==> config.mk <==
export PLATFORM = sky130hd
export DESIGN_NAME = fixed_array_table_engine
export DESIGN_NICKNAME = d
export VERILOG_FILES = /design/src/fate_pkg.sv /design/src/fixed_array_table_engine.sv /design/src/fate_ram.sv /design/src/fate_mod.sv /design/src/fate_dp.sv /design/src/fate_ctrl.sv
export VERILOG_INCLUDE_DIRS = /design/src /design/src/src
export SDC_FILE = /design/constraint.sdc
export NUM_CORES = 1
export LEC_CHECK = 0
export BUFFER_PORTS_ARGS = -buffer_cell sky130_fd_sc_hd__buf_2
export CELL_PAD_IN_SITES_DETAIL_PLACEMENT = 1
export CELL_PAD_IN_SITES_GLOBAL_PLACEMENT = 1
export CORE_MARGIN = 1.5
export CORE_UTILIZATION = 35
export DETAILED_ROUTE_END_ITERATION = 8
export PLACE_DENSITY = 0.61
export SYNTH_ARGS = -nofsm -noshare
export SYNTH_HDL_FRONTEND = slang
export SYNTH_SLANG_ARGS = --single-unit
==> constraint.sdc <==
create_clock -name clk -period 4.9 [get_ports clk]
set_input_delay 1.225 -clock clk [delete_from_list [all_inputs] [get_ports clk]]
set_output_delay 1.225 -clock clk [all_outputs]
set_load 0.01 [all_outputs]
==> src/fixed_array_table_engine_macros.svh <==
// assertion helpers shared by the table engine modules
// both forms expect clk and arst_n in scope
`ifndef FIXED_ARRAY_TABLE_ENGINE_MACROS_SVH
`define FIXED_ARRAY_TABLE_ENGINE_MACROS_SVH
`ifndef SYNTHESIS
`define FATE_ASSERT_IMP(lbl, ante, cons) \
	lbl: assert property (@(posedge clk) disable iff (!arst_n) (ante) |-> (cons)) \
		else $error("implication check failed");
`define FATE_ASSERT_ALWAYS(lbl, expr) \
	lbl: assert property (@(posedge clk) disable iff (!arst_n) (expr)) \
		else $error("invariant check failed");
`else
`define FATE_ASSERT_IMP(lbl, ante, cons)
`define FATE_ASSERT_ALWAYS(lbl, expr)
`endif
`endif

==> src/fate_pkg.sv <==
package fate_pkg;

	// field widths of the stream items and the register
	localparam int POS_W      = 5;
	localparam int WORD_W     = 32;
	localparam int AMT_W      = 16;
	localparam int ACT_W      = 3;
	localparam int FPOS_W     = 4;
	localparam int CNT_OUT_W  = 5;
	localparam int CAP_W      = 5;
	localparam int ST_W       = 2;
	localparam int S_USED_W   = POS_W + WORD_W + AMT_W;
	localparam int S_TDATA_W  = 56;
	localparam int M_USED_W   = WORD_W + 1 + FPOS_W + CNT_OUT_W;
	localparam int M_TDATA_W  = 48;

	localparam logic [CAP_W-1:0] CAP_RESET = 5'd16;

	// request kinds
	typedef enum logic [ACT_W-1:0] {
		ACT_INSERT = 3'd0,
		ACT_GET    = 3'd1,
		ACT_DELETE = 3'd2,
		ACT_FIND   = 3'd3,
		ACT_ROTATE = 3'd4
	} action_t;

	// result status codes
	typedef enum logic [ST_W-1:0] {
		ST_OK    = 2'd0,
		ST_RANGE = 2'd1,
		ST_FULL  = 2'd2
	} status_t;

	// index register operations
	typedef enum logic [2:0] {
		IX_KEEP    = 3'd0,
		IX_CNT     = 3'd1,
		IX_POS     = 3'd2,
		IX_ZERO    = 3'd3,
		IX_DN      = 3'd4,
		IX_UP      = 3'd5,
		IX_RV_SET  = 3'd6,
		IX_RV_STEP = 3'd7
	} idx_op_t;

	typedef enum logic [2:0] {
		RA_A   = 3'd0,
		RA_B   = 3'd1,
		RA_DN  = 3'd2,
		RA_UP  = 3'd3,
		RA_POS = 3'd4
	} raddr_sel_t;

	typedef enum logic [1:0] {
		WA_A   = 2'd0,
		WA_B   = 2'd1,
		WA_POS = 2'd2
	} waddr_sel_t;

	typedef enum logic [1:0] {
		WD_RDATA = 2'd0,
		WD_HOLD  = 2'd1,
		WD_WORD  = 2'd2
	} wdata_sel_t;

	// controller to datapath
	typedef struct packed {
		logic       ld_req;
		idx_op_t    ix_op;
		logic       ph_inc;
		logic       rd_en;
		raddr_sel_t rd_sel;
		logic       wr_en;
		waddr_sel_t wr_sel;
		wdata_sel_t wd_sel;
		logic       hold_ld;
		logic       cnt_inc;
		logic       cnt_dec;
		logic       st_set;
		status_t    st_code;
		logic       rd_cap;
		logic       fnd_set;
		logic       mod_start;
		logic       res_ld;
	} fate_cmd_t;

	// datapath to controller
	typedef struct packed {
		action_t act;
		logic    pos_gt_cnt;
		logic    pos_ge_cnt;
		logic    full;
		logic    cnt_zero;
		logic    ins_more;
		logic    ins_more_dn;
		logic    up_lt_cnt;
		logic    up2_lt_cnt;
		logic    a_lt_cnt;
		logic    lo_lt_hi;
		logic    match;
		logic    mod_done;
		logic    k_zero;
		logic    ph_last;
		logic    out_busy;
	} fate_sts_t;

endpackage

==> src/fixed_array_table_engine.sv <==
// m_tvalid rises once the request is handled: insert shifts entries up one by one, delete shifts them
// down, find compares entries in turn; rotate swaps nothing when the amount reduces to zero, else swaps
// entries over three reversals (up to count swaps in total)
// throughput: one request in flight; the next is taken the cycle after the result is loaded
// reset (arst_n low): count cleared, capacity_limit set to 16, no result pending; the stored
// words are not cleared and are only read below the count
module fixed_array_table_engine
	import fate_pkg::*;
#(
	parameter int CAPACITY = 16
) (
	input  logic                 clk,
	input  logic                 arst_n,
	input  logic                 s_tvalid,
	output logic                 s_tready,
	input  logic [S_TDATA_W-1:0] s_tdata,   // position, value, rotate_amount, zero pad
	input  logic [ACT_W-1:0]     s_tuser,   // action
	output logic                 m_tvalid,
	input  logic                 m_tready,
	output logic [M_TDATA_W-1:0] m_tdata,   // read_value, found, found_position, count_now, pad
	output logic [ST_W-1:0]      m_tuser,   // status
	input  logic                 cfg_wen,
	input  logic [CAP_W-1:0]     cfg_wdata
);

	fate_cmd_t            cmd;
	fate_sts_t            sts;
	logic [POS_W-1:0]     req_position;
	logic [WORD_W-1:0]    req_value;
	logic [AMT_W-1:0]     req_amount;
	logic [WORD_W-1:0]    res_read_value;
	logic                 res_found;
	logic [FPOS_W-1:0]    res_fpos;
	logic [CNT_OUT_W-1:0] res_count;

	// unpack the input transfer
	assign req_position = s_tdata[POS_W-1:0];
	assign req_value    = s_tdata[POS_W+WORD_W-1:POS_W];
	assign req_amount   = s_tdata[S_USED_W-1:POS_W+WORD_W];

	fate_ctrl u_ctrl (
		.clk     (clk),
		.arst_n  (arst_n),
		.s_tvalid(s_tvalid),
		.s_tready(s_tready),
		.sts     (sts),
		.cmd     (cmd)
	);

	fate_dp #(
		.CAPACITY(CAPACITY)
	) u_dp (
		.clk           (clk),
		.arst_n        (arst_n),
		.cfg_wen       (cfg_wen),
		.cfg_wdata     (cfg_wdata),
		.req_action    (s_tuser),
		.req_position  (req_position),
		.req_value     (req_value),
		.req_amount    (req_amount),
		.cmd           (cmd),
		.sts           (sts),
		.res_valid     (m_tvalid),
		.res_ready     (m_tready),
		.res_status    (m_tuser),
		.res_read_value(res_read_value),
		.res_found     (res_found),
		.res_fpos      (res_fpos),
		.res_count     (res_count)
	);

	// pack the result transfer
	assign m_tdata = {{(M_TDATA_W-M_USED_W){1'b0}}, res_count, res_fpos, res_found,
		res_read_value};

endmodule

==> src/fate_ram.sv <==
module fate_ram #(
	parameter int WIDTH = 32,
	parameter int DEPTH = 16,
	localparam int AW = (DEPTH > 1) ? $clog2(DEPTH) : 1
) (
	input  logic             clk,
	input  logic             we,
	input  logic [AW-1:0]    waddr,
	input  logic [WIDTH-1:0] wdata,
	input  logic             re,
	input  logic [AW-1:0]    raddr,
	output logic [WIDTH-1:0] rdata
);

	logic [WIDTH-1:0] mem [DEPTH];
	logic [WIDTH-1:0] rdata_q;

	// one write port, one registered read port
	always_ff @(posedge clk) begin
		if (we) begin
			mem[waddr] <= wdata;
		end
		if (re) begin
			rdata_q <= mem[raddr];
		end
	end

	assign rdata = rdata_q;

endmodule

==> src/fate_mod.sv <==
`include "fixed_array_table_engine_macros.svh"
module fate_mod #(
	parameter int DIV_W = 5,
	parameter int NUM_W = 16
) (
	input  logic             clk,
	input  logic             arst_n,
	input  logic             start,
	input  logic [NUM_W-1:0] dividend,
	input  logic [DIV_W-1:0] divisor,
	output logic             done,
	output logic [DIV_W-1:0] rem
);

	localparam int CNT_W = $clog2(NUM_W + 1);

	logic [DIV_W-1:0] rem_q;
	logic [NUM_W-1:0] sh_q;
	logic [CNT_W-1:0] cnt_q;
	logic             done_q;
	logic [DIV_W:0]   trial;
	logic [DIV_W:0]   rem_nxt;

	// restoring remainder, one dividend bit per cycle
	assign trial   = {rem_q, sh_q[NUM_W-1]};
	assign rem_nxt = (trial >= {1'b0, divisor}) ? (trial - {1'b0, divisor}) : trial;

	always_ff @(posedge clk or negedge arst_n) begin
		if (!arst_n) begin
			cnt_q  <= '0;
			done_q <= 1'b0;
		end else if (start) begin
			cnt_q  <= CNT_W'(NUM_W);
			done_q <= 1'b0;
		end else if (cnt_q != '0) begin
			cnt_q  <= cnt_q - CNT_W'(1);
			done_q <= (cnt_q == CNT_W'(1));
		end else begin
			done_q <= 1'b0;
		end
	end

	always_ff @(posedge clk) begin
		if (start) begin
			rem_q <= '0;
			sh_q  <= dividend;
		end else if (cnt_q != '0) begin
			rem_q <= rem_nxt[DIV_W-1:0];
			sh_q  <= {sh_q[NUM_W-2:0], 1'b0};
		end
	end

	assign done = done_q;
	assign rem  = rem_q;

	`FATE_ASSERT_IMP(a_rem_below_div, done_q, rem_q < divisor)

endmodule

==> src/fate_dp.sv <==
`include "fixed_array_table_engine_macros.svh"
module fate_dp
	import fate_pkg::*;
#(
	parameter int CAPACITY = 16
) (
	input  logic                 clk,
	input  logic                 arst_n,
	input  logic                 cfg_wen,
	input  logic [CAP_W-1:0]     cfg_wdata,
	input  logic [ACT_W-1:0]     req_action,
	input  logic [POS_W-1:0]     req_position,
	input  logic [WORD_W-1:0]    req_value,
	input  logic [AMT_W-1:0]     req_amount,
	input  fate_cmd_t            cmd,
	output fate_sts_t            sts,
	output logic                 res_valid,
	input  logic                 res_ready,
	output logic [ST_W-1:0]      res_status,
	output logic [WORD_W-1:0]    res_read_value,
	output logic                 res_found,
	output logic [FPOS_W-1:0]    res_fpos,
	output logic [CNT_OUT_W-1:0] res_count
);

	localparam int CW = $clog2(CAPACITY + 1);
	localparam int AW = (CAPACITY > 1) ? $clog2(CAPACITY) : 1;
	localparam int XW = ((CW > POS_W) ? CW : POS_W) + 1;
	localparam logic [1:0] PH_LAST = 2'd2;

	// request and state registers
	action_t              act_q;
	logic [POS_W-1:0]     pos_q;
	logic [WORD_W-1:0]    word_q;
	logic [AMT_W-1:0]     amt_q;
	logic [CW-1:0]        count_q;
	logic [CAP_W-1:0]     cap_q;
	logic [1:0]           ph_q;
	logic [CW-1:0]        a_q;
	logic [CW-1:0]        b_q;
	logic [WORD_W-1:0]    hold_q;
	status_t              st_q;
	logic [WORD_W-1:0]    rd_q;
	logic                 fnd_q;
	logic [CW-1:0]        fpos_q;
	logic                 ov_q;
	logic [ST_W-1:0]      o_status_q;
	logic [WORD_W-1:0]    o_rd_q;
	logic                 o_fnd_q;
	logic [FPOS_W-1:0]    o_fpos_q;
	logic [CNT_OUT_W-1:0] o_cnt_q;

	logic [XW-1:0]     pos_x;
	logic [XW-1:0]     cnt_x;
	logic [XW-1:0]     a_x;
	logic [XW-1:0]     fpos_x;
	logic [CW-1:0]     a_dn;
	logic [CW-1:0]     a_up;
	logic [CW-1:0]     k;
	logic              mod_done;
	logic [CW-1:0]     rv_lo;
	logic [CW-1:0]     rv_hi;
	logic [CW-1:0]     ridx;
	logic [CW-1:0]     widx;
	logic [WORD_W-1:0] wdata;
	logic [WORD_W-1:0] rdata;

	assign pos_x  = XW'(pos_q);
	assign cnt_x  = XW'(count_q);
	assign a_x    = XW'(a_q);
	assign fpos_x = XW'(fpos_q);
	assign a_dn   = a_q - CW'(1);
	assign a_up   = a_q + CW'(1);

	// word store
	fate_ram #(
		.WIDTH(WORD_W),
		.DEPTH(CAPACITY)
	) u_ram (
		.clk  (clk),
		.we   (cmd.wr_en),
		.waddr(widx[AW-1:0]),
		.wdata(wdata),
		.re   (cmd.rd_en),
		.raddr(ridx[AW-1:0]),
		.rdata(rdata)
	);

	// rotate amount modulo count
	fate_mod #(
		.DIV_W(CW),
		.NUM_W(AMT_W)
	) u_mod (
		.clk     (clk),
		.arst_n  (arst_n),
		.start   (cmd.mod_start),
		.dividend(amt_q),
		.divisor (count_q),
		.done    (mod_done),
		.rem     (k)
	);

	// read address select
	always_comb begin
		case (cmd.rd_sel)
			RA_A:    ridx = a_q;
			RA_B:    ridx = b_q;
			RA_DN:   ridx = a_dn;
			RA_UP:   ridx = a_up;
			RA_POS:  ridx = pos_x[CW-1:0];
			default: ridx = a_q;
		endcase
	end

	// write address and data select
	always_comb begin
		case (cmd.wr_sel)
			WA_A:    widx = a_q;
			WA_B:    widx = b_q;
			WA_POS:  widx = pos_x[CW-1:0];
			default: widx = a_q;
		endcase
		case (cmd.wd_sel)
			WD_RDATA: wdata = rdata;
			WD_HOLD:  wdata = hold_q;
			WD_WORD:  wdata = word_q;
			default:  wdata = rdata;
		endcase
	end

	// bounds of the reversal for the current phase
	always_comb begin
		case (ph_q)
			2'd0: begin
				rv_lo = '0;
				rv_hi = count_q - CW'(1);
			end
			2'd1: begin
				rv_lo = '0;
				rv_hi = k - CW'(1);
			end
			default: begin
				rv_lo = k;
				rv_hi = count_q - CW'(1);
			end
		endcase
	end

	// control state: count, capacity, phase, result valid
	always_ff @(posedge clk or negedge arst_n) begin
		if (!arst_n) begin
			count_q <= '0;
			cap_q   <= CAP_RESET;
			ph_q    <= '0;
			ov_q    <= 1'b0;
		end else begin
			if (cfg_wen) begin
				cap_q <= cfg_wdata;
			end
			if (cmd.cnt_inc) begin
				count_q <= count_q + CW'(1);
			end else if (cmd.cnt_dec) begin
				count_q <= count_q - CW'(1);
			end
			if (cmd.ld_req) begin
				ph_q <= '0;
			end else if (cmd.ph_inc) begin
				ph_q <= ph_q + 2'd1;
			end
			if (cmd.res_ld) begin
				ov_q <= 1'b1;
			end else if (res_ready) begin
				ov_q <= 1'b0;
			end
		end
	end

	// request capture, indexes and pending result fields
	always_ff @(posedge clk) begin
		if (cmd.ld_req) begin
			act_q  <= action_t'(req_action);
			pos_q  <= req_position;
			word_q <= req_value;
			amt_q  <= req_amount;
			st_q   <= ST_OK;
			rd_q   <= '0;
			fnd_q  <= 1'b0;
			fpos_q <= '0;
		end else begin
			if (cmd.st_set) begin
				st_q <= cmd.st_code;
			end
			if (cmd.rd_cap) begin
				rd_q <= rdata;
			end
			if (cmd.fnd_set) begin
				fnd_q  <= 1'b1;
				fpos_q <= a_q;
			end
		end
		if (cmd.hold_ld) begin
			hold_q <= rdata;
		end
		case (cmd.ix_op)
			IX_CNT:  a_q <= count_q;
			IX_POS:  a_q <= pos_x[CW-1:0];
			IX_ZERO: a_q <= '0;
			IX_DN:   a_q <= a_dn;
			IX_UP:   a_q <= a_up;
			IX_RV_SET: begin
				a_q <= rv_lo;
				b_q <= rv_hi;
			end
			IX_RV_STEP: begin
				a_q <= a_up;
				b_q <= b_q - CW'(1);
			end
			default: ;
		endcase
	end

	// output register
	always_ff @(posedge clk) begin
		if (cmd.res_ld) begin
			o_status_q <= st_q;
			o_rd_q     <= rd_q;
			o_fnd_q    <= fnd_q;
			o_fpos_q   <= fpos_x[FPOS_W-1:0];
			o_cnt_q    <= cnt_x[CNT_OUT_W-1:0];
		end
	end

	// status toward the controller
	always_comb begin
		sts.act         = act_q;
		sts.pos_gt_cnt  = pos_x > cnt_x;
		sts.pos_ge_cnt  = pos_x >= cnt_x;
		sts.full        = (cnt_x >= XW'(cap_q)) || (cnt_x >= XW'(CAPACITY));
		sts.cnt_zero    = (count_q == '0);
		sts.ins_more    = a_x > pos_x;
		sts.ins_more_dn = XW'(a_dn) > pos_x;
		sts.up_lt_cnt   = (a_x + XW'(1)) < cnt_x;
		sts.up2_lt_cnt  = (a_x + XW'(2)) < cnt_x;
		sts.a_lt_cnt    = a_x < cnt_x;
		sts.lo_lt_hi    = a_q < b_q;
		sts.match       = (rdata == word_q);
		sts.mod_done    = mod_done;
		sts.k_zero      = (k == '0);
		sts.ph_last     = (ph_q == PH_LAST);
		sts.out_busy    = ov_q && !res_ready;
	end

	assign res_valid      = ov_q;
	assign res_status     = o_status_q;
	assign res_read_value = o_rd_q;
	assign res_found      = o_fnd_q;
	assign res_fpos       = o_fpos_q;
	assign res_count      = o_cnt_q;

	`FATE_ASSERT_ALWAYS(a_count_in_depth, count_q <= CW'(CAPACITY))
	`FATE_ASSERT_IMP(a_write_in_region, cmd.wr_en, XW'(widx) <= cnt_x)

endmodule

==> src/fate_ctrl.sv <==
`include "fixed_array_table_engine_macros.svh"
module fate_ctrl
	import fate_pkg::*;
(
	input  logic      clk,
	input  logic      arst_n,
	input  logic      s_tvalid,
	output logic      s_tready,
	input  fate_sts_t sts,
	output fate_cmd_t cmd
);

	typedef enum logic [16:0] {
		S_IDLE     = 17'h00001,
		S_DECODE   = 17'h00002,
		S_START    = 17'h00004,
		S_SH_RD    = 17'h00008,
		S_SH_WR    = 17'h00010,
		S_PUT      = 17'h00020,
		S_GET_WAIT = 17'h00040,
		S_FIND_RD  = 17'h00080,
		S_FIND_CMP = 17'h00100,
		S_MOD      = 17'h00200,
		S_RV_SET   = 17'h00400,
		S_RV_CHK   = 17'h00800,
		S_RV_RLO   = 17'h01000,
		S_RV_RHI   = 17'h02000,
		S_RV_WLO   = 17'h04000,
		S_RV_WHI   = 17'h08000,
		S_DONE     = 17'h10000
	} state_t;

	state_t state_q;
	state_t state_d;
	logic   is_ins;

	assign is_ins = (sts.act == ACT_INSERT);

	always_ff @(posedge clk or negedge arst_n) begin
		if (!arst_n) begin
			state_q <= S_IDLE;
		end else begin
			state_q <= state_d;
		end
	end

	// sequencing of one request
	always_comb begin
		state_d  = state_q;
		cmd      = '0;
		s_tready = 1'b0;
		case (state_q)
			S_IDLE: begin
				s_tready = 1'b1;
				if (s_tvalid) begin
					cmd.ld_req = 1'b1;
					state_d    = S_DECODE;
				end
			end
			// range and capacity checks, loop setup
			S_DECODE: begin
				case (sts.act)
					ACT_INSERT: begin
						if (sts.pos_gt_cnt) begin
							cmd.st_set  = 1'b1;
							cmd.st_code = ST_RANGE;
							state_d     = S_DONE;
						end else if (sts.full) begin
							cmd.st_set  = 1'b1;
							cmd.st_code = ST_FULL;
							state_d     = S_DONE;
						end else begin
							cmd.ix_op = IX_CNT;
							state_d   = S_START;
						end
					end
					ACT_GET: begin
						if (sts.pos_ge_cnt) begin
							cmd.st_set  = 1'b1;
							cmd.st_code = ST_RANGE;
							state_d     = S_DONE;
						end else begin
							cmd.rd_en  = 1'b1;
							cmd.rd_sel = RA_POS;
							state_d    = S_GET_WAIT;
						end
					end
					ACT_DELETE: begin
						if (sts.pos_ge_cnt) begin
							cmd.st_set  = 1'b1;
							cmd.st_code = ST_RANGE;
							state_d     = S_DONE;
						end else begin
							cmd.ix_op = IX_POS;
							state_d   = S_START;
						end
					end
					ACT_FIND: begin
						cmd.ix_op = IX_ZERO;
						state_d   = S_START;
					end
					ACT_ROTATE: begin
						if (sts.cnt_zero) begin
							state_d = S_DONE;
						end else begin
							cmd.mod_start = 1'b1;
							state_d       = S_MOD;
						end
					end
					default: state_d = S_DONE;
				endcase
			end
			S_START: begin
				case (sts.act)
					ACT_INSERT: state_d = sts.ins_more ? S_SH_RD : S_PUT;
					ACT_DELETE: begin
						if (sts.up_lt_cnt) begin
							state_d = S_SH_RD;
						end else begin
							cmd.cnt_dec = 1'b1;
							state_d     = S_DONE;
						end
					end
					ACT_FIND: state_d = sts.a_lt_cnt ? S_FIND_RD : S_DONE;
					default:  state_d = S_DONE;
				endcase
			end
			// shift one entry: up for insert, down for delete
			S_SH_RD: begin
				cmd.rd_en  = 1'b1;
				cmd.rd_sel = is_ins ? RA_DN : RA_UP;
				state_d    = S_SH_WR;
			end
			S_SH_WR: begin
				cmd.wr_en  = 1'b1;
				cmd.wr_sel = WA_A;
				cmd.wd_sel = WD_RDATA;
				cmd.ix_op  = is_ins ? IX_DN : IX_UP;
				if (is_ins) begin
					state_d = sts.ins_more_dn ? S_SH_RD : S_PUT;
				end else if (sts.up2_lt_cnt) begin
					state_d = S_SH_RD;
				end else begin
					cmd.cnt_dec = 1'b1;
					state_d     = S_DONE;
				end
			end
			S_PUT: begin
				cmd.wr_en   = 1'b1;
				cmd.wr_sel  = WA_POS;
				cmd.wd_sel  = WD_WORD;
				cmd.cnt_inc = 1'b1;
				state_d     = S_DONE;
			end
			S_GET_WAIT: begin
				cmd.rd_cap = 1'b1;
				state_d    = S_DONE;
			end
			// linear search
			S_FIND_RD: begin
				cmd.rd_en  = 1'b1;
				cmd.rd_sel = RA_A;
				state_d    = S_FIND_CMP;
			end
			S_FIND_CMP: begin
				if (sts.match) begin
					cmd.fnd_set = 1'b1;
					state_d     = S_DONE;
				end else begin
					cmd.ix_op = IX_UP;
					state_d   = sts.up_lt_cnt ? S_FIND_RD : S_DONE;
				end
			end
			// rotate by three reversals
			S_MOD: begin
				if (sts.mod_done) begin
					if (sts.k_zero) begin
						state_d = S_DONE;
					end else begin
						cmd.ix_op = IX_RV_SET;
						state_d   = S_RV_CHK;
					end
				end
			end
			S_RV_SET: begin
				cmd.ix_op = IX_RV_SET;
				state_d   = S_RV_CHK;
			end
			S_RV_CHK: begin
				if (sts.lo_lt_hi) begin
					state_d = S_RV_RLO;
				end else if (sts.ph_last) begin
					state_d = S_DONE;
				end else begin
					cmd.ph_inc = 1'b1;
					state_d    = S_RV_SET;
				end
			end
			S_RV_RLO: begin
				cmd.rd_en  = 1'b1;
				cmd.rd_sel = RA_A;
				state_d    = S_RV_RHI;
			end
			S_RV_RHI: begin
				cmd.rd_en   = 1'b1;
				cmd.rd_sel  = RA_B;
				cmd.hold_ld = 1'b1;
				state_d     = S_RV_WLO;
			end
			S_RV_WLO: begin
				cmd.wr_en  = 1'b1;
				cmd.wr_sel = WA_A;
				cmd.wd_sel = WD_RDATA;
				state_d    = S_RV_WHI;
			end
			S_RV_WHI: begin
				cmd.wr_en  = 1'b1;
				cmd.wr_sel = WA_B;
				cmd.wd_sel = WD_HOLD;
				cmd.ix_op  = IX_RV_STEP;
				state_d    = S_RV_CHK;
			end
			// hand the result to the output register once it is free
			S_DONE: begin
				if (!sts.out_busy) begin
					cmd.res_ld = 1'b1;
					state_d    = S_IDLE;
				end
			end
			default: state_d = S_IDLE;
		endcase
	end

	`FATE_ASSERT_IMP(a_res_into_free_reg, cmd.res_ld, !sts.out_busy)
	`FATE_ASSERT_IMP(a_mod_nonzero_div, cmd.mod_start, !sts.cnt_zero)

endmodule
## Word-level counts from Yosys, hierarchy flattened

Memory sizes are Yosys's and may differ from the RTL's. A register that Yosys moved wholly into a read port is not among the register bits.
Index checks and enable logic that the tools add are counted.

- Flip-flop bits (word level): 238
- Bits in writable memories: 512
- Input bits: 69
- Output and inout port bits: 52
- Logic and storage cells: 197
- Memories kept: 1

Memories:

| memory | words | bits a word | read ports | clocked after memory_dff | wr ports | line | source |
|---|---|---|---|---|---|---|---|
| u_dp.u_ram.mem | 16 | 32 | 1 | 1 | 1 | fate_ram.sv:15 | `logic [WIDTH-1:0] mem [DEPTH];` |

- Add/sub/neg operators: 11
- Magnitude comparators: 11
- Equal/unequal tests: 43
- Mux-type cells: 84
- Reductions and logical operators: 22

Operators with widths:

| cell | number |
|---|---|
| 17-bit 2-to-1 mux | 17 |
| 17-bit case mux with 15 select lines | 1 |
| 17-bit case mux with 5 select lines | 1 |
| 32-bit case mux with 2 select lines | 1 |
| 17-bit case mux with 3 select lines | 1 |
| 5-bit 2-to-1 mux | 7 |
| 32-bit == test | 1 |
| 16-bit 2-to-1 mux | 2 |
| 4-bit case mux with 4 select lines | 2 |
| 5-bit case mux with 6 select lines | 1 |
| 1-bit 2-to-1 mux | 29 |
| 5-bit by 1-bit subtractor with 5-bit output (second input constant) | 5 |
| 3-bit 2-to-1 mux | 8 |
| 3-bit by 2-bit == test with 1-bit output (second input constant) | 6 |
| 3-bit == test (second input constant) | 6 |
| 3-bit case mux with 6 select lines | 1 |
| 17-bit by 1-bit == test with 1-bit output (second input constant) | 1 |
| 17-bit by 10-bit == test with 1-bit output (second input constant) | 1 |
| 17-bit by 11-bit == test with 1-bit output (second input constant) | 1 |
| 17-bit by 12-bit == test with 1-bit output (second input constant) | 1 |
| 17-bit by 13-bit == test with 1-bit output (second input constant) | 1 |
| 17-bit by 14-bit == test with 1-bit output (second input constant) | 1 |
| 17-bit by 15-bit == test with 1-bit output (second input constant) | 1 |
| 17-bit by 16-bit == test with 1-bit output (second input constant) | 1 |
| other kinds (46) | 74 |

## Logic depth before layout (Yosys ltp)

Gate-level depths: netlist of run 1.

- Word-level depth: 9
- Depth in mapped cells: 15

## Hierarchy

Synthesis of run 1 repeated with hierarchy kept, for this count alone.

- Cell total of the unflattened synthesis: 1860
- Area total of the unflattened synthesis: 32001.9 µm²

Modules (own cells, without submodules):

| module | instances | cells each | area an instance (µm²) | sequential area each (µm²) |
|---|---|---|---|---|
| fate_ram | 1 | 838 | 20174.3 | 16335.7 |
| fate_dp | 1 | 752 | 9051.2 | 5371.4 |
| fate_mod | 1 | 112 | 1388.8 | 730.7 |
| fate_ctrl | 1 | 150 | 1331.3 | 426.7 |
| fixed_array_table_engine | 1 | 8 | 56.3 | 0.0 |

## Least setup slack after synthesis of run 1

Ideal clock, no wire load.

- Path kind: reg2reg
- Start point: reg u_ctrl.state_q[3]
- End point: mem u_dp.u_ram.mem[11][0], enable pin
- Library setup time: 0.421 ns
- Data arrival time: 4.357 ns
- Slack: 0.122 ns
- Stages on the path, launching flop included: 15
- Cells stage by stage: dfrtp_1 > buf_2 > nor4_2 > and4_1 > and3_1 > and3b_1 > clkbuf_1 > inv_1 > ha_1 > clkbuf_1 > nor2_1 > a21oi_1 > a21boi_0 > nand2_1 > nor2_1

- Cells in the longest elaborated chain, start to end: 5

Ends and longest elaborated chain:

| element | line | source |
|---|---|---|
| start, declared | fate_ctrl.sv:33 | `state_t state_q;` |
| start signal, assigned | fate_ctrl.sv:43 | `state_q <= state_d;` |
| 17-bit by 5-bit == test with 1-bit output or 17-bit by 15-bit == test with 1-bit output (tied branches) | fate_ctrl.sv:52 | `case (state_q)` |
| 2-bit OR reduction (no line) | - |  |
| 5-bit case mux with 3 select lines * | fate_ctrl.sv:52 |  |
| 2-bit == test (tied with other cells) | fate_dp.sv:117 | `case (cmd.wr_sel)` |
| 4-bit case mux with 2 select lines or 1-bit 2-to-1 mux (tied branches) | fate_dp.sv:117, fate_ram.sv:21 |  |
| end, declared | fate_ram.sv:15 |  |

Every way passes the cells marked *; elsewhere a longest branch is shown, timed or not.

## Worst setup path in the final report of run 1

- Start point: reg u_dp.count_q[4]
- End point: reg u_dp.u_ram.rdata_q[15], in the netlist u_dp.u_ram.rdata[15] (read register of u_dp.u_ram.mem) (data pin)

- Cells in the longest elaborated chain, start to end: 6

Ends and longest elaborated chain:

| element | line | source |
|---|---|---|
| start, declared | fate_dp.sv:36 | `logic [CW-1:0] count_q;` |
| start signal, assigned | fate_dp.sv:161 | `count_q <= count_q + CW'(1);` |
| start signal, assigned | fate_dp.sv:163 | `count_q <= count_q - CW'(1);` |
| 5-bit greater-or-equal comparator * | fate_dp.sv:237 | `sts.pos_ge_cnt = pos_x >= cnt_x;` |
| 4-bit 2-to-1 mux * | fate_ctrl.sv:78 | `if (sts.pos_ge_cnt) begin` |
| 4-bit 2-to-1 mux * | fate_ctrl.sv:62 | `case (sts.act)` |
| 4-bit case mux with 4 select lines * | fate_ctrl.sv:52 |  |
| 3-bit == test (tied with other cells) | fate_dp.sv:105 | `case (cmd.rd_sel)` |
| 4-bit case mux with 4 select lines | fate_dp.sv:105 |  |
| end, declared | fate_ram.sv:16 | `logic [WIDTH-1:0] rdata_q;` |

Marks and branches as above.
A chain may end at the register's enable or synchronous reset.

==> metrics.md, run 1 <==
| Metric | Value |
|---|---|
| Setup violators final | `0` |
| Register Area | `approximately 23000 um2` |
| Number of iterations in the first detailed-routing pass | `5` |
| Total number of vias | `19500` |
| Async set-reset flop share out of synthesis | `0.0460` |
| Post-synth top area share | `0.641` |
| Htree depth | `3` |
| Starting Density | `0.353` |
| Clock transition at the registers of the reported paths | `~60 ps` |
| Wirelength per Cell | `about 24 um` |
| Outcome | `finished clean` |
| Sequential area share after synthesis | `0.695` |
| RSZ-0062 raised after global routing | `false` |
| Rows | `roughly 110` |
| CP bufs+invs | `3` |
| Worst rel slew slack | `0.280` |
| Max-slew violations | `0` |
| Post-route minimum period | `4440 ps` |
| Pwr/cell area | `approximately 400 nW/um2` |
| Total track usage | `0.191` |
| Setup bufs post-CTS | `0` |
| Fin Setup TNS | `0 ps` |
| Antenna cells | `0` |
| Met1 usage | `0.249` |
| Int Power | `between 10 and 15 mW` |
| DR vias/cell | `5.20` |
| Multiplexer area fraction after synthesis | `0.109` |
| Total Power | `around 16 mW` |
| Routed WL | `slightly above 90 mm` |
| Grt ovf | `0` |
| Initial antenna violation count | `3` |
| Multi-input gate area | `about 9500 um2` |
| Crit Path Category | `reg2reg` |
| NumNets Final | `about 2600` |
| Leak | `13.5 nW` |
| Share of layout cells above drive strength 1 | `0.187` |
| CP Max Fanout | `21` |
| GPL Wtd Cong | `slightly above 0.8` |
| Post-synth EDFFs | `between 700 and 800` |
| Max VDD drop | `251 uV` |
| Top cells by area, synth | `edfxtp_1 64%, mux2i_1 6.3%, mux2_2 3.0%` |
| CP endpoint kind | `flop` |
| Max Freq | `roughly 230 MHz` |
| Synth Area in Compound Gates | `0.0668` |
| Area grow syn2layout | `16.6%` |
| Met2 Usage GRT | `0.332` |
| # DRC | `0` |
| Worst Path Required | `approximately 5400 ps` |
| Clock sink count | `between 700 and 800` |
| Largest net degree at the start of global routing | `~100` |
| Number of global-route vias before repair | `around 21000` |
| Mapped Area | `roughly 33000 um2` |
| Clk root buf | `clkbuf_16` |
| IO Pins | `between 100 and 150` |
| Syn avg cell area | `between 10 and 15 um2` |
| Worst setup SP type | `flop` |
| HPWL Detailed | `56.2 mm` |
| Clock Skew | `approximately 26 ps` |
| Fin. Hold Viols | `0` |
| Initial detailed-routing violation count | `roughly 1300` |
| Post-CTS Hold Fix Bufs | `0` |
| Remaining antenna violation count after routing | `0` |
| Largest family of logic cells by synthesized area | `multiplexers` |
| Slowest CP cell | `nor2_4` |
| Ys Warns | `0` |
| Sw Ratio | `0.250` |
| Post-CTS resize count | `0` |
| Hold crit path type | `reg2reg` |
| #FFs+latches synth | `about 780` |
| Measured slew at the worst slew-check pin | `~1100 ps` |
| Fillers | `between 9000 and 10000` |
| XOR/XNOR Fraction of Synth Area | `0.0160` |
| Core Area | `between 90000 and 100000 um2` |
| Netlist cell types | `69` |
| I/O Buffers | `around 110` |
| Chip height | `310 um` |
| Met3 Use GR | `0.0267` |
| Mapped Cells | `about 2200` |
| Top Usage Layer GRT | `met2` |
| Flop pwr share | `0.500` |
| Period utilisation layout | `0.905` |
| CP max stage delay | `840 ps` |
| Clock share of power | `0.384` |
| CTS buffer count | `81` |
| Sw power | `just under 4 mW` |
| Deepest clock path buffer count | `3` |
| First-pass GRT wire length | `135 mm` |
| Crit-path cells | `inv_1 -> ha_1 -> a21oi_1 -> o221ai_1 -> or4_4 -> inv_1 -> a21oi_1 -> a211o_1 -> nor2_4 -> buf_4 -> a221o_1` |
| Combinational share of power | `0.117` |
| WP data arrival | `slightly below 5000 ps` |
| Die area | `between 90000 and 100000 um2` |
| Die width | `310 um` |
| CTS tree | `yes` |
| Post-synth top area cell | `edfxtp_1` |
| Critical path's top delay family | `simple AND/OR/NAND/NOR gates` |
| Clk_lat worst skew | `roughly 640 ps` |
| Top_reg_cell synth | `edfxtp_1` |
| Fraction of the mapped netlist area in simple logic gates | `0.0674` |
| Number of max-cap violations | `0` |
| Adder-cell share of the synthesized area | `0.0227` |
## state kept, by name, indices dropped and copies added (netlist names), 16 cells and up
signal               count
u_dp.u_ram.mem         512
u_dp.hold_q             32
u_dp.rd_q               32
u_dp.res_read_value     32
u_dp.u_ram.rdata        32
u_dp.word_q             32
u_ctrl.state_q          17
u_dp.amt_q              16
u_dp.u_mod.sh_q         16
## cell type report
cell class,instances,share of cell area
Clock inverter,36,0.00750
Tap cell,1254,0.0409
Clock buffer,110,0.0586
Inverter,41,0.00401
Multi-Input combinational cell,1298,0.247
Sequential cell,782,0.596
Timing Repair Buffer,231,0.0461
## logic make-up (layout without fill, tap and decap cells)
kind of cell	count (synthesis)	in the layout
simple gates	484	484
flops	782	782
compound gates	347	347
xor+xnor	60	60
buf+inv	156	418
fa+ha+maj	59	59
other cells	1	6
mux	342	342
## power by group through the flow
stage	sequential [mW]	clock (mW)	combinational [mW]
floorplan	7.81	0	1.21
finish	7.76	5.96	1.81
CTS	7.76	6.10	1.83
detailed placement	7.90	0	1.81
global placement	7.89	0	1.75
global route	7.78	6.32	2.01
## worst paths after layout
kind                       cells past startpoint  slack, ps             from                      end
max                                           11        460  u_dp.count_q[4]     u_dp.u_ram.rdata[15]
min                                            0        420    u_dp.rd_q[26]  u_dp.res_read_value[26]
max reg2reg                                   11        460  u_dp.count_q[4]     u_dp.u_ram.rdata[15]
min reg2reg                                    0        420    u_dp.rd_q[26]  u_dp.res_read_value[26]
max in group asynchronous                      1       3590           arst_n       u_ctrl.state_q[15]
min in group asynchronous                      1        730           arst_n      u_dp.u_mod.cnt_q[1]
## cell usage after synthesis, types with 34 or more instances
cell      number
edfxtp_1     702
mux2i_1      206
nand2_1      197
nor2_1       146
a21oi_1      127
mux2_2        87
o21ai_0       62
clkbuf_1      61
ha_1          58
xnor2_1       52
mux2_1        48
dfxtp_1       44
inv_1         41
a22oi_1       36
dfrtp_1       34
## metrics by stage
stage	setup WS (ps)	hold slack, ps	instance area [um2]	std cells	utilization
after floorplan	122	403	32900	2236	-
after global placement	527	415	35900	3606	0.385
after detailed placement	515	416	35900	3606	0.385
after CTS	473	426	38400	3752	0.412
after global routing	242	428	38400	3752	0.412
final	464	424	38400	3752	0.412
## placed cells by master, fill, tap and decap left out, drive strengths merged, types with 8 or more instances in the layout
cell,instances
a211oi,11
a221o,33
edfxtp,702
o22ai,34
xor2,8
a21oi,127
clkbuf,110
mux2i,207
clkinv,27
nor2,146
o21ai,62
inv,43
dfxtp,44
mux2,135
nor4,11
nand2b,13
nand4,16
o21a,10
nand3,23
a22oi,36
dfrtp,34
buf,231
xnor2,52
nor2b,17
a21o,9
nor3,21
nand2,197
ha,58
## per-layer routing
layer,routed length (um),share of wire,vias to the layer above
li1,-,-,8867
met3,3790,0.041,113
met2,45900,0.50,398
met4,1980,0.022,0
met5,0,0,-
met1,39800,0.43,10100
(Power assumes the default switching activity.)
==> run 2: changes to the inputs <==
- PLACE_DENSITY: 0.61 -> 0.6
- SKIP_LAST_GASP: unset -> 1
- SYNTH_HIERARCHICAL: unset -> 1
==> run 2 against run 1 <==
Cell count shrank 12%. Die area shrank 2.7%. Non-clock buffer count shrank 14. Critical path type unchanged. Critical endpoint is now u_dp/u_ram/rdata[15].
==> metrics.md, run 2 <==
| Metric | Value |
|---|---|
| I/O Buffers | `111 (unchanged)` |
| Routed WL | `84.6 mm (-7.5%)` |
| RSZ-0062 raised after global routing | `false` |
| Share of layout cells above drive strength 1 | `0.247 (+0.0605)` |
| Number of global-route vias before repair | `19000 (-7.8%)` |
| Fin Setup TNS | `0 ps (unchanged)` |
| Mapped Area | `32000 um2 (-2.8%)` |
| DR vias/cell | `5.32 (+2.2%)` |
| Mapped Cells | `1860 (-17%)` |
| Max reg flops | `512 (unchanged)` |
| CTS tree | `yes` |
| Final Cell Area | `37400 um2 (-2.5%)` |
| Starting Density | `0.354 (+0.00128)` |
| Max Freq | `221 MHz (-2.0%)` |
| WP data arrival | `5060 ps (+150 ps)` |
| Setup bufs post-CTS | `0 (unchanged)` |
| Post-CTS Hold Fix Bufs | `0 (unchanged)` |
| Clk_lat worst skew | `670 ps (+30 ps)` |
| IO Pins | `121 (unchanged)` |
| Number of iterations in the first detailed-routing pass | `5 (unchanged)` |
| Post-synth top area share | `0.659 (+0.0182)` |
| Most common cell after layout, fill and taps aside | `edfxtp_1` |
| Sequential area share after synthesis | `0.714 (+0.0197)` |
| HPWL Detailed | `52.1 mm (-7.3%)` |
| Grt ovf | `0 (unchanged)` |
| Leak | `12.7 nW (-6.6%)` |
| First-pass GRT wire length | `126 mm (-6.7%)` |
| Leading cell type by number of instances after synthesis | `edfxtp_1` |
| #FFs+latches synth | `782 (unchanged)` |
| Post-route minimum period | `4530 ps (+92.8 ps)` |
| Clk root buf | `clkbuf_16` |
| Htree depth | `3 (unchanged)` |
| Wirelength per Cell | `25.5 um (+4.6%)` |
| Hold crit path type | `reg2reg` |
| Deepest clock path buffer count | `3 (unchanged)` |
| CP Max Fanout | `22 (+4.8%)` |
| Total Power | `16.0 mW (+3.1%)` |
| Number of max-cap violations | `0 (unchanged)` |
| Worst Path Required | `5430 ps (+60 ps)` |
| NumNets Final | `2203 (-14%)` |
| Cell Area, Placed | `34800 um2 (-3.1%)` |
| Pwr/cell area | `428 nW/um2 (+5.7%)` |
| Rows | `110 (-1.8%)` |
| Top reg by flops | `u_dp/u_ram/mem` |
| Flop2flop setup slack | `370 ps (-90 ps)` |
| Core Area | `90300 um2 (-3.1%)` |
| Max-slew violations | `0 (unchanged)` |
| Top_reg_cell synth | `edfxtp_1` |
| # DRC | `0 (unchanged)` |
| Crit Path Category | `reg2reg` |
| Met3 wire length | `4.28 mm (+13%)` |
| Total track usage | `0.183 (-0.00880)` |
| Netlist cell types | `84 (+22%)` |
| Measured slew at the worst slew-check pin | `1090 ps (+12.0 ps)` |
| Synth top cells by count | `702 x edfxtp_1, 128 x mux4_2, 106 x nand2_1` |
| Post-synth EDFFs | `702 (unchanged)` |
| Period utilisation layout | `0.924 (+0.0189)` |
| Worst rel slew slack | `0.274 (-0.00631)` |
| Initial detailed-routing violation count | `1354 (+5.5%)` |
| Total number of vias | `17600 (-9.7%)` |
| Area grow syn2layout | `16.9%` |
| Ys Warns | `6 (+6)` |
| Clock transition at the registers of the reported paths | `60 ps (about the same)` |
| Clock sink count | `782 (unchanged)` |
| Die width | `305 um (-1.4%)` |
| Initial antenna violation count | `1 (-2)` |
| GPL Wtd Cong | `0.828 (unchanged)` |
| Outcome | `finished clean` |
| WL met1 | `37.0 mm (-6.9%)` |
| Leading cell types in the layout, fill and taps excluded | `702 x edfxtp_1, 128 x mux4_2, 111 x buf_2, 106 x nand2_1, 97 x a22oi_1` |
| Max VDD drop | `280 uV (+12%)` |
| Hold slack final | `412 ps (-11.7 ps)` |
| DR top layer | `met4` |
| Remaining antenna violation count after routing | `0 (unchanged)` |
| WL met2 | `41.3 mm (-10%)` |
| Syn avg cell area | `17.2 um2 (+17%)` |
| Setup violators final | `0 (unchanged)` |
| Async set-reset flop share out of synthesis | `0.0460 (unchanged)` |
| Chip height | `305 um (-1.4%)` |
| Clock Skew | `57.6 ps (+31.4 ps)` |
| Worst setup SP type | `flop` |
| Largest net degree at the start of global routing | `56 (-46%)` |
| Top cells by area, synth | `edfxtp_1 66%, mux4_2 9.0%, dfxtp_1 2.8%` |
| Post-synth top area cell | `edfxtp_1` |
| Post-CTS resize count | `0 (unchanged)` |
| CTS buffer count | `85 (+4.9%)` |
| Fin. Hold Viols | `0 (unchanged)` |
| CP endpoint kind | `flop` |
| Die area | `93300 um2 (-2.7%)` |
-- run 2: cell count changes in the layout (fill, tap and decap cells not counted), moves of 44 or more --
cell | previous run | this run
mux4_2 | 0 | 128
mux2i_1 | 206 | 47
nand2_1 | 196 | 106
mux2_1 | 48 | 0
a22oi_1 | 36 | 97
a21oi_1 | 126 | 27
nor2_1 | 127 | 83
mux2_2 | 87 | 16
-- run 2: where the power goes --
group / switching [mW] / internal [mW] / total (mW)
sequential: 0.246 / 7.59 / 7.83
combinational: 1.22 / 0.818 / 2.04
clock: 2.67 / 3.47 / 6.13
total: 4.13 / 11.9 / 16.0
-- run 2: final timing paths --
path / from / to / cells past startpoint
max in group asynchronous: arst_n / u_ctrl/state_q[8] / 1
setup / recovery: u_ctrl/state_q[3] / u_dp/u_ram/rdata[15] / 12
hold / removal: u_dp/rd_q[3] / u_dp/res_read_value[3] / 0
hold reg to reg: u_dp/rd_q[3] / u_dp/res_read_value[3] / 0
setup reg to reg: u_ctrl/state_q[3] / u_dp/u_ram/rdata[15] / 12
min in group asynchronous: arst_n / u_dp/cap_q[3] / 1
-- run 2: kinds of logic (layout without fill, tap and decap cells) --
logic type,Yosys count,after routing,synth area share
compound gates,262,262,0.0555
xor+xnor,63,63,0.0175
fa+ha+maj,61,61,0.0241
buf+inv,151,424,0.0215
flops,782,782,0.714
mux,191,191,0.110
other cells,1,7,0.000117
simple gates,349,349,0.0564
-- run 2: critical path, cell delays in order, from the launching register on --
cell and delay (ps):
dfrtp_1 490, nor4_4 460, nand4_1 270, or3_1 460, nor3b_4 240, a21o_1 330, nor2_2 170, a22o_1 210
a221oi_1 330, nor2b_4 870, buf_4 380, a22oi_1 110, nand2_1 90
-- run 2: through the flow --
stage | setup slack [ps] | utilization | cells
5_1_grt | 60.0 | 0.414 | 3314
3_5_place_dp | 345 | 0.385 | 3162
3_3_place_gp | 317 | 0.385 | 3162
2_1_floorplan | 86.9 | - | 1865
4_1_cts | 328 | 0.414 | 3314
6_report | 371 | 0.414 | 3315
-- run 2: final cells by class --
class / count / area [um2]
Inverter: 55 / 206
Multi-Input combinational cell: 932 / 8690
Clock inverter: 28 / 343
Fill cell: 8903 / 52900
Antenna cell: 1 / 2.50
Clock buffer: 124 / 2310
Timing Repair Buffer: 217 / 1530
Sequential cell: 782 / 22900
Tap cell: 1176 / 1470
-- run 2: layer usage --
metal / up-vias / track usage
met3: 129 / 0.0308
met1: 9309 / 0.247
met2: 436 / 0.304
met5: - / 0
li1: 7757 / -
met4: 0 / 0.0513
==> run 3: changes to the inputs <==
- CORE_ASPECT_RATIO: unset -> 0.5
==> run 3 against run 2 <==
First-iteration DRC count up 15%. Register-to-register slack got worse by 30 ps. Flip-flop and latch count unchanged. Power hardly changed. Sequential share of layout area down 0.15 points. Sequential power about the same. Clock power hardly changed. Cell count up 0.66%. Worst hold slack better by 16 ps. Critical endpoint is now u_dp/u_ram/rdata[19]. Largest cell class unchanged. Highest routed layer unchanged.
==> metrics.md, run 3 (synthesis gave the netlist of run 2 again) <==
| Metric | Value |
|---|---|
| Wirelength per Cell | `25.1 um (-1.6%)` |
| Core Area | `90600 um2 (+0.31%)` |
| CP endpoint kind | `flop` |
| Remaining antenna violation count after routing | `0 (unchanged)` |
| Htree depth | `3 (unchanged)` |
| NumNets Final | `2206 (+0.14%)` |
| Number of iterations in the first detailed-routing pass | `5 (unchanged)` |
| Clock sink count | `782 (unchanged)` |
| Cell Area, Placed | `34900 um2 (+0.43%)` |
| Deepest clock path buffer count | `3 (unchanged)` |
| Fin. Hold Viols | `0 (unchanged)` |
| Clock transition at the registers of the reported paths | `70 ps (about the same)` |
| Worst Path Required | `5420 ps (about the same)` |
| Clk_lat worst skew | `670 ps (about the same)` |
| Max VDD drop | `244 uV (-13%)` |
| Number of max-cap violations | `0 (unchanged)` |
| Fin Setup TNS | `0 ps (unchanged)` |
| Die width | `431 um (+41%)` |
| # DRC | `0 (unchanged)` |
| Post-route minimum period | `4560 ps (+34.3 ps)` |
| Period utilisation layout | `0.931 (+0.00700)` |
| Setup bufs post-CTS | `0 (unchanged)` |
| CP Max Fanout | `23 (+4.5%)` |
| Share of layout cells above drive strength 1 | `0.257 (+0.00994)` |
| Leading cell types in the layout, fill and taps excluded | `702 x edfxtp_1, 128 x mux4_2, 111 x buf_2, 106 x nand2_1, 103 x buf_4` |
| Measured slew at the worst slew-check pin | `915 ps (-174 ps)` |
| Crit Path Category | `reg2reg` |
| First-pass GRT wire length | `124 mm (-1.5%)` |
| IO Pins | `121 (unchanged)` |
| Max Freq | `219 MHz (-0.75%)` |
| Rows | `78 (-29%)` |
| Initial antenna violation count | `2 (+1)` |
| Area grow syn2layout | `17.2%` |
| Initial detailed-routing violation count | `1559 (+15%)` |
| Total track usage | `0.181 (-0.00141)` |
| Post-CTS Hold Fix Bufs | `0 (unchanged)` |
| Clock Skew | `25.4 ps (-32.2 ps)` |
| Worst setup SP type | `flop` |
| Top reg by flops | `u_dp/u_ram/mem` |
| DR vias/cell | `5.31 (-0.25%)` |
| HPWL Detailed | `52.7 mm (+1.1%)` |
| Grt ovf | `0 (unchanged)` |
| Starting Density | `0.353 (-0.00110)` |
| Max reg flops | `512 (unchanged)` |
| Max-slew violations | `0 (unchanged)` |
| Leak | `12.7 nW (+0.54%)` |
| GPL Wtd Cong | `0.773 (-6.7%)` |
| Hold crit path type | `reg2reg` |
| Setup violators final | `0 (unchanged)` |
| CTS tree | `yes` |
| Final Cell Area | `37500 um2 (+0.24%)` |
| Antenna cells | `0 (-1)` |
| Routed WL | `83.7 mm (-0.99%)` |
| CTS buffer count | `75 (-12%)` |
| Number of global-route vias before repair | `18400 (-3.0%)` |
| Largest net degree at the start of global routing | `59 (+5.4%)` |
| Most common cell after layout, fill and taps aside | `edfxtp_1` |
| Chip height | `217 um (-29%)` |
| Die area | `93400 um2 (+0.12%)` |
| Outcome | `finished clean` |
| Total number of vias | `17700 (+0.41%)` |
| I/O Buffers | `111 (unchanged)` |
| Worst rel slew slack | `0.390 (+0.116)` |
| RSZ-0062 raised after global routing | `false` |
| WP data arrival | `5090 ps (+30 ps)` |
| Clk root buf | `clkbuf_16` |
| Pwr/cell area | `426 nW/um2 (-0.33%)` |
==> run 3: metal layers <==
layer  GRT usage  vias up  share of wire
met5           0        -              0
met4      0.0477        0          0.023
met3      0.0349      105          0.052
met2       0.285      427           0.46
met1       0.258     9405           0.46
li1            -     7766              -
==> run 3: stage by stage <==
stage | total power, mW | hold slack, ps | utilization | setup WS (ps) | cells
3_3_place_gp | 9.99 | 413 | 0.385 | 377 | 3199
5_1_grt | 16.6 | 442 | 0.414 | 12.5 | 3337
4_1_cts | 16.2 | 433 | 0.414 | 267 | 3337
6_report | 16.0 | 429 | 0.414 | 337 | 3337
2_1_floorplan | 9.27 | 408 | - | 86.9 | 1865
3_5_place_dp | 10.0 | 418 | 0.385 | 298 | 3199
==> run 3: where the power goes <==
group	switching, mW	total [mW]	internal [mW]
clock network	2.62	6.13	3.51
registers	0.252	7.83	7.58
logic	1.20	2.03	0.822
total	4.08	16.0	11.9
==> run 3: critical path: stages, from the launching register on <==
cell	delay (ps)
dfrtp_1	490
nor4_4	450
nand4_1	250
or3_1	450
nor3b_4	230
a21o_1	330
nor2_2	170
a22o_1	210
a221oi_1	440
nor2b_4	560
buf_4	530
a22oi_1	170
nand2_1	110
==> run 3: path summary, 6_finish.rpt <==
kind / slack, ps / start / endpoint / cells after the start
min: 430 / u_dp/fpos_q[0] / u_dp/res_fpos[0] / 0
max: 340 / u_ctrl/state_q[3] / u_dp/u_ram/rdata[19] / 12
min in group asynchronous: 690 / arst_n / u_dp/count_q[4] / 1
max in group asynchronous: 3620 / arst_n / u_ctrl/state_q[1] / 1
min reg2reg: 430 / u_dp/fpos_q[0] / u_dp/res_fpos[0] / 0
max reg2reg: 340 / u_ctrl/state_q[3] / u_dp/u_ram/rdata[19] / 12
==> run 3: repair_timing <==
item	CTS	global route
gates resized for setup	0	1
endpoints found under the hold margin	0	0
endpoints found under the setup margin	0	21
==> run 3: area by class of cell <==
type                    count  area (um2)
clock inverters            45         566
multi-input cells         932        8690
well taps                1200        1500
inverters                  55         206
fillers                  8838       53100
flip-flops and latches    782       22900
clock buffers              93        2030
repair buffers            230        1650
